===== src/rtl/mwa_pkg.sv =====
// shared types and constants for the minimum covering window block
// no dependencies; imported by mwa_ctrl, mwa_dp and min_window_all_terms_unit
`timescale 1ns / 1ps
`default_nettype none

package mwa_pkg;

    // field widths fixed by the stream format
    localparam int unsigned TERM_W = 5;
    localparam int unsigned POS_W  = 32;
    localparam int unsigned WIN_W  = 32;
    localparam int unsigned QLEN_W = 6;
    // term counts up to 64 (query length 6 bits, at most 64 lanes)
    localparam int unsigned NUM_W  = 7;

    localparam logic CMD_HIT     = 1'b0;
    localparam logic CMD_NEW_DOC = 1'b1;

    typedef enum logic [2:0] {
        S_IDLE,
        S_EXEC,
        S_CMP,
        S_SCAN,
        S_DRAIN,
        S_APPLY,
        S_DONE
    } t_state;

    // controller to datapath
    typedef struct packed {
        logic latch;       // take the input beat
        logic clear;       // new document
        logic mark_write;  // first hit of a term: write position, set seen bit
        logic write_pos;   // update latest position of the term
        logic scan_start;  // reset the min accumulator and scan counter
        logic scan_step;   // issue one read of the scan
        logic apply;       // commit the scan result to the window state
        logic load_out;    // load the result register
    } t_dp_cmd;

    // datapath to controller
    typedef struct packed {
        logic is_new_doc;
        logic in_range;
        logic seen_t;
        logic hit_start;
        logic scan_last;
        logic out_free;
    } t_dp_stat;

endpackage

`default_nettype wire


===== src/rtl/mwa_ctrl.sv =====
// sequencer for the minimum covering window block
// depends on mwa_pkg; drives mwa_dp through t_dp_cmd and reads t_dp_stat
`timescale 1ns / 1ps
`default_nettype none

module mwa_ctrl (
    input  wire                 i_clk,
    input  wire                 i_rst_n,
    input  wire                 i_in_valid,
    output logic                o_in_ready,
    input  mwa_pkg::t_dp_stat   i_stat,
    output mwa_pkg::t_dp_cmd    o_cmd
);
    import mwa_pkg::*;

    t_state r_state;
    t_state n_state;

    always_ff @(posedge i_clk) begin
        if (!i_rst_n) begin
            r_state <= S_IDLE;
        end else begin
            r_state <= n_state;
        end
    end

    always_comb begin
        n_state = r_state;
        case (r_state)
            S_IDLE: begin
                if (i_in_valid) begin
                    n_state = S_EXEC;
                end
            end
            S_EXEC: begin
                if (i_stat.is_new_doc || !i_stat.in_range) begin
                    n_state = S_DONE;
                end else if (!i_stat.seen_t) begin
                    n_state = S_SCAN;
                end else begin
                    n_state = S_CMP;
                end
            end
            S_CMP: begin
                n_state = i_stat.hit_start ? S_SCAN : S_DONE;
            end
            S_SCAN: begin
                if (i_stat.scan_last) begin
                    n_state = S_DRAIN;
                end
            end
            S_DRAIN: n_state = S_APPLY;
            S_APPLY: n_state = S_DONE;
            S_DONE: begin
                if (i_stat.out_free) begin
                    n_state = S_IDLE;
                end
            end
            default: n_state = S_IDLE;
        endcase
    end

    always_comb begin
        o_in_ready = 1'b0;
        o_cmd      = '0;
        case (r_state)
            S_IDLE: begin
                o_in_ready  = 1'b1;
                o_cmd.latch = i_in_valid;
            end
            S_EXEC: begin
                if (i_stat.is_new_doc) begin
                    o_cmd.clear = 1'b1;
                end else if (i_stat.in_range && !i_stat.seen_t) begin
                    o_cmd.mark_write = 1'b1;
                    o_cmd.scan_start = 1'b1;
                end
            end
            S_CMP: begin
                o_cmd.write_pos  = 1'b1;
                o_cmd.scan_start = i_stat.hit_start;
            end
            S_SCAN:  o_cmd.scan_step = 1'b1;
            S_DRAIN: o_cmd           = '0;
            S_APPLY: o_cmd.apply     = 1'b1;
            S_DONE:  o_cmd.load_out  = i_stat.out_free;
            default: o_cmd           = '0;
        endcase
    end

endmodule

`default_nettype wire


===== src/rtl/mwa_dp.sv =====
// datapath: position memory, seen bits, window state, min scan and result register
// depends on mwa_pkg; sequenced by mwa_ctrl
`timescale 1ns / 1ps
`default_nettype none

module mwa_dp #(
    parameter int unsigned MAX_TERMS     = 32,
    parameter int unsigned POSITION_BITS = 32
) (
    input  wire                          i_clk,
    input  wire                          i_rst_n,
    input  wire                          i_cfg_valid,
    input  wire  [mwa_pkg::QLEN_W-1:0]   i_cfg_data,
    input  wire                          i_cmd_bit,
    input  wire  [mwa_pkg::TERM_W-1:0]   i_term_index,
    input  wire  [mwa_pkg::POS_W-1:0]    i_position,
    input  mwa_pkg::t_dp_cmd             i_cmd,
    output mwa_pkg::t_dp_stat            o_stat,
    input  wire                          i_out_ready,
    output logic                         o_out_valid,
    output logic                         o_all_covered,
    output logic [mwa_pkg::POS_W-1:0]    o_window_start,
    output logic [mwa_pkg::WIN_W-1:0]    o_best_window,
    output logic [mwa_pkg::POS_W-1:0]    o_first_full_position
);
    import mwa_pkg::*;

    localparam int unsigned IW = (MAX_TERMS > 1) ? $clog2(MAX_TERMS) : 1;
    localparam int unsigned PB = POSITION_BITS;

    // latched item
    logic              r_cmd_bit;
    logic [TERM_W-1:0] r_t;
    logic [PB-1:0]     r_pos;

    logic [QLEN_W-1:0]    r_ql;
    logic [MAX_TERMS-1:0] r_seen;
    logic                 r_covered;
    logic [PB-1:0]        r_start;
    logic [WIN_W-1:0]     r_best;
    logic [PB-1:0]        r_first;

    // latest positions, undefined until written
    logic [PB-1:0] r_mem [MAX_TERMS];
    logic [PB-1:0] r_rd_data;

    // scan
    logic [IW-1:0] r_idx;
    logic          r_pend;
    logic [IW-1:0] r_pend_idx;
    logic [PB-1:0] r_low;
    logic          r_have;
    logic          r_all;

    logic             r_out_valid;
    logic             r_out_cov;
    logic [PB-1:0]    r_out_start;
    logic [WIN_W-1:0] r_out_best;
    logic [PB-1:0]    r_out_first;

    logic [NUM_W-1:0] terms_used;
    logic [NUM_W-1:0] term_ext;
    logic [IW-1:0]    term_addr;
    logic [IW-1:0]    rd_addr;
    logic             out_free;
    logic             do_update;
    logic [PB:0]      len_full;
    logic [WIN_W-1:0] len_sat;
    logic [NUM_W-1:0] idx_ext;

    always_comb begin
        if ({1'b0, r_ql} > NUM_W'(MAX_TERMS)) begin
            terms_used = NUM_W'(MAX_TERMS);
        end else begin
            terms_used = {1'b0, r_ql};
        end
    end

    assign term_ext  = {{(NUM_W - TERM_W){1'b0}}, r_t};
    assign term_addr = term_ext[IW-1:0];
    assign idx_ext   = NUM_W'(r_idx);
    assign rd_addr   = i_cmd.scan_step ? r_idx : term_addr;
    assign out_free  = !r_out_valid || i_out_ready;

    assign o_stat.is_new_doc = (r_cmd_bit == CMD_NEW_DOC);
    assign o_stat.in_range   = (term_ext < terms_used);
    assign o_stat.seen_t     = r_seen[term_addr];
    assign o_stat.hit_start  = r_covered && (r_rd_data == r_start);
    assign o_stat.scan_last  = (idx_ext == terms_used - NUM_W'(1));
    assign o_stat.out_free   = out_free;

    // window length, saturated to the result width
    always_comb begin
        if (r_pos >= r_low) begin
            len_full = {1'b0, r_pos} - {1'b0, r_low} + (PB + 1)'(1);
        end else begin
            len_full = (PB + 1)'(1);
        end
        if ((WIN_W + 1)'(len_full) > (WIN_W + 1)'({WIN_W{1'b1}})) begin
            len_sat = '1;
        end else begin
            len_sat = WIN_W'(len_full);
        end
    end

    assign do_update = r_all && r_have && !(r_covered && (r_low <= r_start));

    // memory
    always_ff @(posedge i_clk) begin
        if (i_cmd.mark_write || i_cmd.write_pos) begin
            r_mem[term_addr] <= r_pos;
        end
        r_rd_data <= r_mem[rd_addr];
    end

    // item and result payload
    always_ff @(posedge i_clk) begin
        if (i_cmd.latch) begin
            r_cmd_bit <= i_cmd_bit;
            r_t       <= i_term_index;
            r_pos     <= i_position[PB-1:0];
        end
        if (i_cmd.load_out) begin
            r_out_cov   <= r_covered;
            r_out_start <= r_covered ? r_start : '0;
            r_out_best  <= r_best;
            r_out_first <= r_covered ? r_first : '0;
        end
        if (i_cmd.scan_step) begin
            r_pend_idx <= r_idx;
        end
    end

    // min accumulator over the scanned positions
    always_ff @(posedge i_clk) begin
        if (i_cmd.scan_start) begin
            r_have <= 1'b0;
            r_all  <= 1'b1;
        end else if (r_pend) begin
            if (r_seen[r_pend_idx]) begin
                if (!r_have || (r_rd_data < r_low)) begin
                    r_low <= r_rd_data;
                end
                r_have <= 1'b1;
            end else begin
                r_all <= 1'b0;
            end
        end
    end

    // control and document state
    always_ff @(posedge i_clk) begin
        if (!i_rst_n) begin
            r_ql        <= QLEN_W'(1);
            r_seen      <= '0;
            r_covered   <= 1'b0;
            r_start     <= '0;
            r_best      <= '0;
            r_first     <= '0;
            r_idx       <= '0;
            r_pend      <= 1'b0;
            r_out_valid <= 1'b0;
        end else begin
            if (i_cfg_valid) begin
                r_ql <= i_cfg_data;
            end
            r_pend <= i_cmd.scan_step;
            if (i_cmd.scan_start) begin
                r_idx <= '0;
            end else if (i_cmd.scan_step) begin
                r_idx <= r_idx + IW'(1);
            end
            if (i_cmd.clear) begin
                r_seen    <= '0;
                r_covered <= 1'b0;
                r_start   <= '0;
                r_best    <= '0;
                r_first   <= '0;
            end
            if (i_cmd.mark_write) begin
                r_seen[term_addr] <= 1'b1;
            end
            if (i_cmd.apply && do_update) begin
                if (!r_covered) begin
                    r_covered <= 1'b1;
                    r_first   <= r_pos;
                end
                r_start <= r_low;
                if ((r_best == '0) || (len_sat < r_best)) begin
                    r_best <= len_sat;
                end
            end
            if (i_cmd.load_out) begin
                r_out_valid <= 1'b1;
            end else if (i_out_ready) begin
                r_out_valid <= 1'b0;
            end
        end
    end

    assign o_out_valid           = r_out_valid;
    assign o_all_covered         = r_out_cov;
    assign o_window_start        = POS_W'(r_out_start);
    assign o_best_window         = r_out_best;
    assign o_first_full_position = POS_W'(r_out_first);

endmodule

`default_nettype wire


===== src/rtl/min_window_all_terms_unit.sv =====
// a new-document beat or an ignored hit goes from EXEC straight to DONE; a hit that needs
// no rescan passes through CMP; the first hit of a term rescans the n terms in use (SCAN,
// DRAIN, APPLY), and a hit on the term at the window start passes CMP and then that rescan;
// one item in flight at a time, so a new item is taken only once the result is loaded;
// the rescan reads one stored position per cycle from the single-port position memory
// synchronous active-low reset: empty document, query length 1, no result pending
`timescale 1ns / 1ps
`default_nettype none

module min_window_all_terms_unit #(
    parameter int unsigned MAX_TERMS     = 32,
    parameter int unsigned POSITION_BITS = 32
) (
    input  wire         i_clk,
    input  wire         i_rst_n,
    // configuration: query_length
    input  wire         i_cfg_valid,
    output logic        o_cfg_ready,
    input  wire  [5:0]  i_cfg_data,
    input  wire         s_axis_tvalid,
    output logic        s_axis_tready,
    input  wire  [39:0] s_axis_tdata,   // term_index[4:0], position[36:5], zero pad
    input  wire  [0:0]  s_axis_tuser,   // cmd
    output logic        m_axis_tvalid,
    input  wire         m_axis_tready,
    output logic [95:0] m_axis_tdata,   // window_start[31:0], best_window[63:32],
                                        // first_full_position[95:64]
    output logic [0:0]  m_axis_tuser    // all_covered
);
    import mwa_pkg::*;

    t_dp_cmd  dp_cmd;
    t_dp_stat dp_stat;

    logic              all_covered;
    logic [POS_W-1:0]  window_start;
    logic [WIN_W-1:0]  best_window;
    logic [POS_W-1:0]  first_full_position;

    assign o_cfg_ready = 1'b1;

    mwa_ctrl u_ctrl (
        .i_clk      (i_clk),
        .i_rst_n    (i_rst_n),
        .i_in_valid (s_axis_tvalid),
        .o_in_ready (s_axis_tready),
        .i_stat     (dp_stat),
        .o_cmd      (dp_cmd)
    );

    mwa_dp #(
        .MAX_TERMS     (MAX_TERMS),
        .POSITION_BITS (POSITION_BITS)
    ) u_dp (
        .i_clk                 (i_clk),
        .i_rst_n               (i_rst_n),
        .i_cfg_valid           (i_cfg_valid),
        .i_cfg_data            (i_cfg_data),
        .i_cmd_bit             (s_axis_tuser[0]),
        .i_term_index          (s_axis_tdata[4:0]),
        .i_position            (s_axis_tdata[36:5]),
        .i_cmd                 (dp_cmd),
        .o_stat                (dp_stat),
        .i_out_ready           (m_axis_tready),
        .o_out_valid           (m_axis_tvalid),
        .o_all_covered         (all_covered),
        .o_window_start        (window_start),
        .o_best_window         (best_window),
        .o_first_full_position (first_full_position)
    );

    assign m_axis_tdata = {first_full_position, best_window, window_start};
    assign m_axis_tuser = all_covered;

endmodule

`default_nettype wire


===== config.mk =====
export PLATFORM = sky130hd
export DESIGN_NAME = min_window_all_terms_unit
export DESIGN_NICKNAME = d
export VERILOG_FILES = /design/src/rtl/mwa_pkg.sv /design/src/rtl/mwa_ctrl.sv /design/src/rtl/mwa_dp.sv /design/src/rtl/min_window_all_terms_unit.sv
export SDC_FILE = /design/constraint.sdc
export NUM_CORES = 2
export LEC_CHECK = 0
export BUFFER_PORTS_ARGS = -buffer_cell sky130_fd_sc_hd__buf_2
export CAP_MARGIN = 40
export CORE_UTILIZATION = 40
export DETAILED_ROUTE_END_ITERATION = 8
export PLACE_DENSITY_LB_ADDON = 0.1
export SLEW_MARGIN = 0
export SYNTH_ARGS = -nofsm -noshare
export SYNTH_HDL_FRONTEND = slang
export SYNTH_SLANG_ARGS = --single-unit

===== constraint.sdc =====
create_clock -name i_clk -period 6.05 [get_ports i_clk]
set_input_delay 0.3025 -clock i_clk [delete_from_list [all_inputs] [get_ports i_clk]]
set_output_delay 0.3025 -clock i_clk [all_outputs]
set_load 0.02 [all_outputs]

==> Word level (Yosys, flattened, before mapping) <==
Memory sizes are Yosys's and may differ from the RTL's. A register that Yosys moved wholly into a read port is not among the register bits.
Index checks and enable logic that the tools add are counted.
{ "op_classes": {"n_lt_le_gt_ge": 10, "add_sub_neg": 4, "muxes": 46, "n_eq_ne": 11, "shifts": 0, "n_reduce_logical": 26, "div_mod_pow": 0, "mul": 0, "bitwise": 4} }
{ "op_table": {"columns": ["op", "n"], "rows": [
  ["$mux 32", 12],
  ["$lt 32x32->1", 2],
  ["$add 33x1->33 const B", 1],
  ["$gt 33x32->1 const B", 1],
  ["$mux 33", 1],
  ["$sub 32x32->33", 1],
  ["$eq 32x32->1", 1],
  ["$ge 32x32->1", 1],
  ["$le 32x32->1", 1],
  ["$logic_not 32->1", 1],
  ["$or 32x32->32", 1],
  ["$pmux 3 s7", 1],
  ["$mux 1", 20],
  ["$mux 3", 5],
  ["$lt 5x6->1 const B", 2],
  ["$bmux 1 s5", 2],
  ["$eq 3x3->1 const B", 3],
  ["$eq 5x7->1", 1],
  ["$logic_and 1x1->1", 7],
  ["$lt 5x7->1", 1],
  ["$sub 7x1->7 const B", 1],
  ["$eq 3x2->1 const B", 2],
  ["$gt 6x6->1 const B", 1],
  ["$mux 6", 1],
  ["18 further kinds", 31]
]} }
{ "word_totals": {"input_bits": 52, "output_inout_bits": 100, "reg_bits": 319, "memories": 1, "latch_bits": 0, "romBits": 0, "word_cells": 123, "ram_bits": 1024} }
{ "memory_table": {"columns": ["name", "depth", "word_bits", "rd", "rd_clocked_by_memory_dff", "wr", "line", "source"], "rows": [
  ["u_dp.r_mem", 32, 32, 1, 1, 1, "mwa_dp.sv:44", "logic [PB-1:0] r_mem [MAX_TERMS];"]
]} }

==> Longest topological paths before layout <==
{ "depth": {"depth_word": 11, "ltp_mapped": 26, "mapped_depth_nobuf": 24} }

==> Cells and area by module <==
A second synthesis with hierarchy kept.
{ "unflattened": {"hier_cells": 3748, "area_unflattened_um2": 57736.6} }
{ "by_module_without_submodules": {"columns": ["module", "cells_per_inst", "n_inst", "area_per_inst_um2", "seq_area_each_um2"], "rows": [
  ["mwa_dp", 3706, 1, 57446.3, 39437.8],
  ["mwa_ctrl", 40, 1, 279.0, 60.1],
  ["min_window_all_terms_unit", 2, 1, 11.3, 0.0]
]} }

==> Worst setup path before layout <==
Ideal clock, no wire load.
{ "synth_timing": {"path_kind": "register -> register", "from": "register u_dp.r_pos[24]", "to": "register u_dp.r_best[19]", "n_path_buf": 2, "period_less_slack_ps": 5775, "slack_ps": 275, "required_time_ps": 5978, "stages_incl_launch_ff": 23, "setup_time_ps": 72, "t_arrival_ps": 5703, "cell_sequence": "edfxtp_1 > ha_1 > inv_1 > fa_1 > and2b_1 > o21ai_1 > a32o_1 > or4_4 > o211ai_4 > xor2_1 > clkbuf_1 > a31oi_1 > ha_1 > a21o_1 > a21oi_1 > nor2_1 > a2111oi_0 > a21oi_1 > nor2_1 > nor2_1 > a2111oi_4 > buf_6 > mux2i_1"} }
{ "synth_via": {"elab_chain_len": 9, "word_cells_on_any_way": 10, "cone_classes": "2 x add/sub; 3 x order compare; 4 x mux; 1 x reduce/logical"} }
{ "synth_rtl": {"columns": ["item", "line", "source"], "rows": [
  ["from (decl)", "mwa_dp.sv:34", "logic [PB-1:0] r_pos;"],
  ["from (signal assigned)", "mwa_dp.sv:121", "r_pos <= i_position[PB-1:0];"],
  ["$sub 32x32->33", "mwa_dp.sv:95", "len_full = {1'b0, r_pos} - {1'b0, r_low} + (PB + 1)'(1);"],
  ["$add 33x1->33", "mwa_dp.sv:95", null],
  ["$mux 33 *", "mwa_dp.sv:94", "if (r_pos >= r_low) begin"],
  ["$gt 33x32->1", "mwa_dp.sv:99", "if ((WIN_W + 1)'(len_full) > (WIN_W + 1)'({WIN_W{1'b1}})) begin"],
  ["$mux 32 *", "mwa_dp.sv:99", null],
  ["$lt 32x32->1", "mwa_dp.sv:189", "if ((r_best == '0) || (len_sat < r_best)) begin"],
  ["$logic_or 1x1->1", "mwa_dp.sv:189", null],
  ["$mux 32 *", "mwa_dp.sv:189", null],
  ["$mux 32 *", "mwa_dp.sv:183", "if (i_cmd.apply && do_update) begin"],
  ["to (signal assigned)", "mwa_dp.sv:190", "r_best <= len_sat;"],
  ["to (decl)", "mwa_dp.sv:40", "logic [WIN_W-1:0] r_best;"]
]} }
Every way passes the cells marked *; elsewhere a longest branch is shown, timed or not.
A chain may end at the register's enable or synchronous reset.

==> Worst setup path after layout <==
{ "layout_timing": {"from": "register u_dp.r_low[24]", "to": "register u_dp.r_best[17]"} }
{ "layout_via": {"elab_chain_len": 9, "word_cells_on_any_way": 15, "cone_classes": "2 x add/sub; 4 x order compare; 4 x mux; 5 x reduce/logical"} }
{ "layout_rtl": {"columns": ["item", "line", "source"], "rows": [
  ["from (decl)", "mwa_dp.sv:51", "logic [PB-1:0] r_low;"],
  ["from (signal assigned)", "mwa_dp.sv:142", "r_low <= r_rd_data;"],
  ["$sub 32x32->33", "mwa_dp.sv:95", null],
  ["$add 33x1->33", "mwa_dp.sv:95", null],
  ["$mux 33", "mwa_dp.sv:94", null],
  ["$gt 33x32->1", "mwa_dp.sv:99", null],
  ["$mux 32", "mwa_dp.sv:99", null],
  ["$lt 32x32->1", "mwa_dp.sv:189", null],
  ["$logic_or 1x1->1", "mwa_dp.sv:189", null],
  ["$mux 32", "mwa_dp.sv:189", null],
  ["$mux 32 *", "mwa_dp.sv:183", null]
]} }
Marks and branches as above.

==> impl_metrics.env <==
export IMPL_swShare_pct=28.7
export IMPL_syn_nets=3963
export IMPL_path_buf_inv=4
export IMPL_hold_viol_final=0
export IMPL_cts_sinks=1375
export IMPL_drt_wl_total_um=174000
export IMPL_hold_depth=2
export IMPL_ff2ff_path_depth=23
export IMPL_drc=0
export IMPL_grt_antenna_before_repair=17
export IMPL_wire_per_inst_um=28.5
export IMPL_synth_compound_area_share_pct=4.14
export IMPL_cts_setup_buffers=0
export IMPL_clk_latency_ns=0.77
export IMPL_root_buffer="clkbuf_16"
export IMPL_synthCells=3730
export IMPL_die_x_um=382
export IMPL_fp_dieArea_um2=146000
export IMPL_drv_cap=0
export IMPL_crit_path_top_delay_cell="fa_1"
export IMPL_layout_nets=4310
export IMPL_grt_pass1_vias=33800
export IMPL_cp_start_kind="flip-flop"
export IMPL_end_kind="flip-flop"
export IMPL_crit_path_frequent_cell="nor2_1"
export IMPL_switching_power_w=0.00716
export IMPL_yosys_area_share_xor_xnor_pct=1.05
export IMPL_dr_first_iter_drc_count=2961
export IMPL_ir_worst_vdd_mv=0.205
export IMPL_syn_avg_cell_area_um2=15.5
export IMPL_initial_utilization_pct=40.3
export IMPL_slew_violations=0
export IMPL_fin_crit_sh_pct=94.8
export IMPL_finalSetupViolCount=0
export IMPL_layout_common_cells="edfxtp_1, nand2_1, mux4_2"
export IMPL_syn_cell_area_um2=57800
export IMPL_power_density_nw_per_um2=368
export IMPL_fin_setup_tns_ns=0
export IMPL_crit_cells=23
export IMPL_drive_above_1_share_pct=20.6
export IMPL_fmax_mhz=174
export IMPL_fillers=12500
export IMPL_critical_path_class="flip-flop to flip-flop"
export IMPL_timing_slew_headroom_pct=40.8
export IMPL_synth_mux_area_share_pct=11.6
export IMPL_clk_pin_slew_worst_paths_ns=0.05
export IMPL_place_congestion=0.891
export IMPL_cts_buffer_depth=3
export IMPL_crit_path_cell_trace="inv_1 > ha_1 > inv_1 > fa_1 > and2b_1 > o21ai_1 > a32o_1 > or4_4 > o211ai_4 > xnor2_4 > nor3_1 > nor2_1 > ha_1 > nand3_1 > nor3_1 > a2111oi_2 > buf_4 > a21oi_1 > nor2_1 > nor2_1 > a2111oi_4 > buf_12 > mux2i_1"
export IMPL_rsz0062_at_grt="false"
export IMPL_tightest_slew_ns=0.869
export IMPL_num_rows=139
export IMPL_p_clk_share_pct=35.1
export IMPL_grt_pass1_wl_um=248000
export IMPL_internal_power_w=0.0178
export IMPL_pin_count=152
export IMPL_area_growth_pct=17.2
export IMPL_synth_fa_ha_area_share_pct=4.13
export IMPL_layout_setup_ws_ns=0.317
export IMPL_min_path_type="primary input to flip-flop"
export IMPL_status="finished clean"
export IMPL_antenna_left=0
export IMPL_synthArstFlopShare_pct=0
export IMPL_cts_tree="done"
export IMPL_cp_slowest_stage_delay_ns=0.57
export IMPL_cp_required_ns=6.71
export IMPL_final_common_cell="edfxtp_1"
export IMPL_numPortBuffers=147
export IMPL_regToRegStartpoint="u_dp.r_low[24]"
export IMPL_ys_ff_latch=1375
export IMPL_power_frac_seq_pct=45.4
export IMPL_synth_flop_cell="edfxtp_1"
export IMPL_num_vias=33600
export IMPL_dpl_worst_slack_ns=0.145
export IMPL_grt_max_degree=98
export IMPL_holdPathEnd="u_dp.r_t[1]"
export IMPL_synth_top_family_by_area="multiplexers"
export IMPL_ys_seq_area_share_pct=68.4
export IMPL_critPathMaxFanout=22
export IMPL_regToRegEndpoint="u_dp.r_best[17]"
export IMPL_combPwrFrac_pct=19.5
export IMPL_cts_made_buffers=151
export IMPL_clock_skew_ns=0.0258
export IMPL_viasPerCell=5.50
export IMPL_period_needed_ns=5.73
export IMPL_post_dp_hpwl_um=106000
export IMPL_critical_path_top_delay_family="simple AND/OR/NAND/NOR gates"
export IMPL_yosysUniqueCellTypes=76
export IMPL_chipHeight_um=382
export IMPL_p_leak_nw=22.9
export IMPL_synth_warnings=0
export IMPL_synthSimpleGateAreaFrac_pct=8.44
export IMPL_cp_arrival_ns=6.40
export IMPL_synth_edf_count=1196
export IMPL_grt_usage_pct=23.9
export IMPL_firstDrtPassIters=5
export IMPL_htreeDepth=4
export IMPL_grt_overflow_total=0
export IMPL_r2r_slack_ns=0.32
export IMPL_core_area_um2=143000
export IMPL_hp_start="s_axis_tdata[1]"
through the flow:
step                      instance area [um^2]  cells  hold WS (ns)  power (W)  utilization [%]
after floorplan                          57800   3730         0.401     0.0143                -
after global placement                   62300   5764         0.450     0.0163             43.4
after detailed placement                 62400   5772         0.454     0.0164             43.5
after CTS                                67700   6103         0.195     0.0252             47.2
after global routing                     67700   6106         0.218     0.0259             47.2
final                                    67700   6110         0.246     0.0249             47.2
cell type report:
type | count | area [um^2] | area share (%)
Sequential cell | 1375 | 39500 | 58.3
Clock inverter | 85 | 604 | 0.893
Inverter | 152 | 572 | 0.844
Timing Repair Buffer | 373 | 3220 | 4.75
Multi-Input combinational cell | 2024 | 17400 | 25.6
Antenna cell | 6 | 15.0 | 0.0222
Tap cell | 1903 | 2380 | 3.52
Clock buffer | 192 | 4070 | 6.01
state kept, by name, summed over array words and instances (netlist names), 6 cells and up:
register / cells
u_dp.r_pos: 32
u_dp.o_window_start: 32
u_dp.r_best: 32
u_dp.r_rd_data: 32
u_dp.o_best_window: 32
u_dp.r_low: 32
u_dp.r_first: 32
u_dp.r_seen: 32
u_dp.r_start: 32
u_dp.o_first_full_position: 32
u_dp.r_mem: 1024
u_dp.r_ql: 6
what timing repair did:
| action | in CTS | in global routing |
|---|---|---|
| resized for setup | 0 | 7 |
| setup endpoints to repair | 0 | 32 |
| hold buffers | 54 | 0 |
| endpoints found under the hold margin | 49 | 0 |
worst max-delay path by stage:
stage | from | endpoint | slack (ns)
finish | u_dp.r_low[24] | u_dp.r_best[17] | 0.32
global route | u_dp.r_low[18] | u_dp.r_best[17] | 0.03
CTS | u_dp.r_pos[13] | u_dp.r_best[6] | 0.08
detailed placement | u_dp.r_pos[13] | u_dp.r_best[6] | 0.15
global placement | u_dp.r_pos[13] | u_dp.r_best[6] | 0.08
floorplan | u_dp.r_pos[24] | u_dp.r_best[19] | 0.28
cells in the mapped netlist, types with 4 or more instances:
| library cell | instances | area (um^2) |
|---|---|---|
| xnor2_1 | 50 | 438 |
| nand2_1 | 469 | 1760 |
| dfxtp_1 | 179 | 3580 |
| or2_2 | 6 | 37.5 |
| fa_1 | 16 | 320 |
| a21oi_1 | 138 | 691 |
| or3_1 | 7 | 43.8 |
| a211oi_1 | 10 | 75.1 |
| nand3_1 | 242 | 1210 |
| nor3b_1 | 4 | 30.0 |
| nand4_1 | 29 | 181 |
| o21ai_0 | 74 | 370 |
| nor2_1 | 130 | 488 |
| o21a_1 | 5 | 37.5 |
| mux4_2 | 275 | 6190 |
| and2_1 | 66 | 413 |
| edfxtp_1 | 1196 | 35900 |
| o31ai_1 | 9 | 67.6 |
| nand3b_1 | 10 | 75.1 |
| a21o_1 | 40 | 300 |
| clkbuf_1 | 128 | 480 |
| nor4_1 | 15 | 93.8 |
| inv_1 | 149 | 559 |
| a31oi_1 | 8 | 50.1 |
| nand2b_1 | 20 | 125 |
| buf_1 | 17 | 63.8 |
| a32o_1 | 4 | 40.0 |
| nor3_1 | 35 | 175 |
| a2111oi_0 | 6 | 52.6 |
| xor2_1 | 19 | 166 |
| a22o_1 | 17 | 149 |
| nor2b_1 | 14 | 87.6 |
| o211ai_1 | 4 | 30.0 |
| buf_2 | 30 | 150 |
| o21ai_1 | 32 | 160 |
| ha_1 | 165 | 2060 |
| mux2i_1 | 46 | 460 |
| o41ai_1 | 4 | 35.0 |
power by group through the flow:
stage / Clock (W) / Sequential, W / Combinational (W)
after floorplan: 0 / 0.0115 / 0.00280
after CTS: 0.00896 / 0.0113 / 0.00489
after detailed placement: 0 / 0.0115 / 0.00484
after global routing: 0.00930 / 0.0113 / 0.00527
final: 0.00876 / 0.0113 / 0.00485
after global placement: 0 / 0.0115 / 0.00479
logic make-up after synthesis:
family          count (synthesis)
compound gates                385
xor+xnor                       69
fa+ha+maj                     181
buf+inv                       331
flops                        1375
mux                           324
other cells                     1
simple gates                 1064
routing by layer:
metal | GRT usage, % | vias to the layer above | wire length, um
li1 | - | 15000 | -
met1 | 32.6 | 17500 | 74600
met2 | 38.8 | 968 | 83200
met3 | 3.80 | 237 | 9990
met4 | 8.58 | 0 | 6250
met5 | 0 | - | 0
Power figures use the tool's default switching activity.
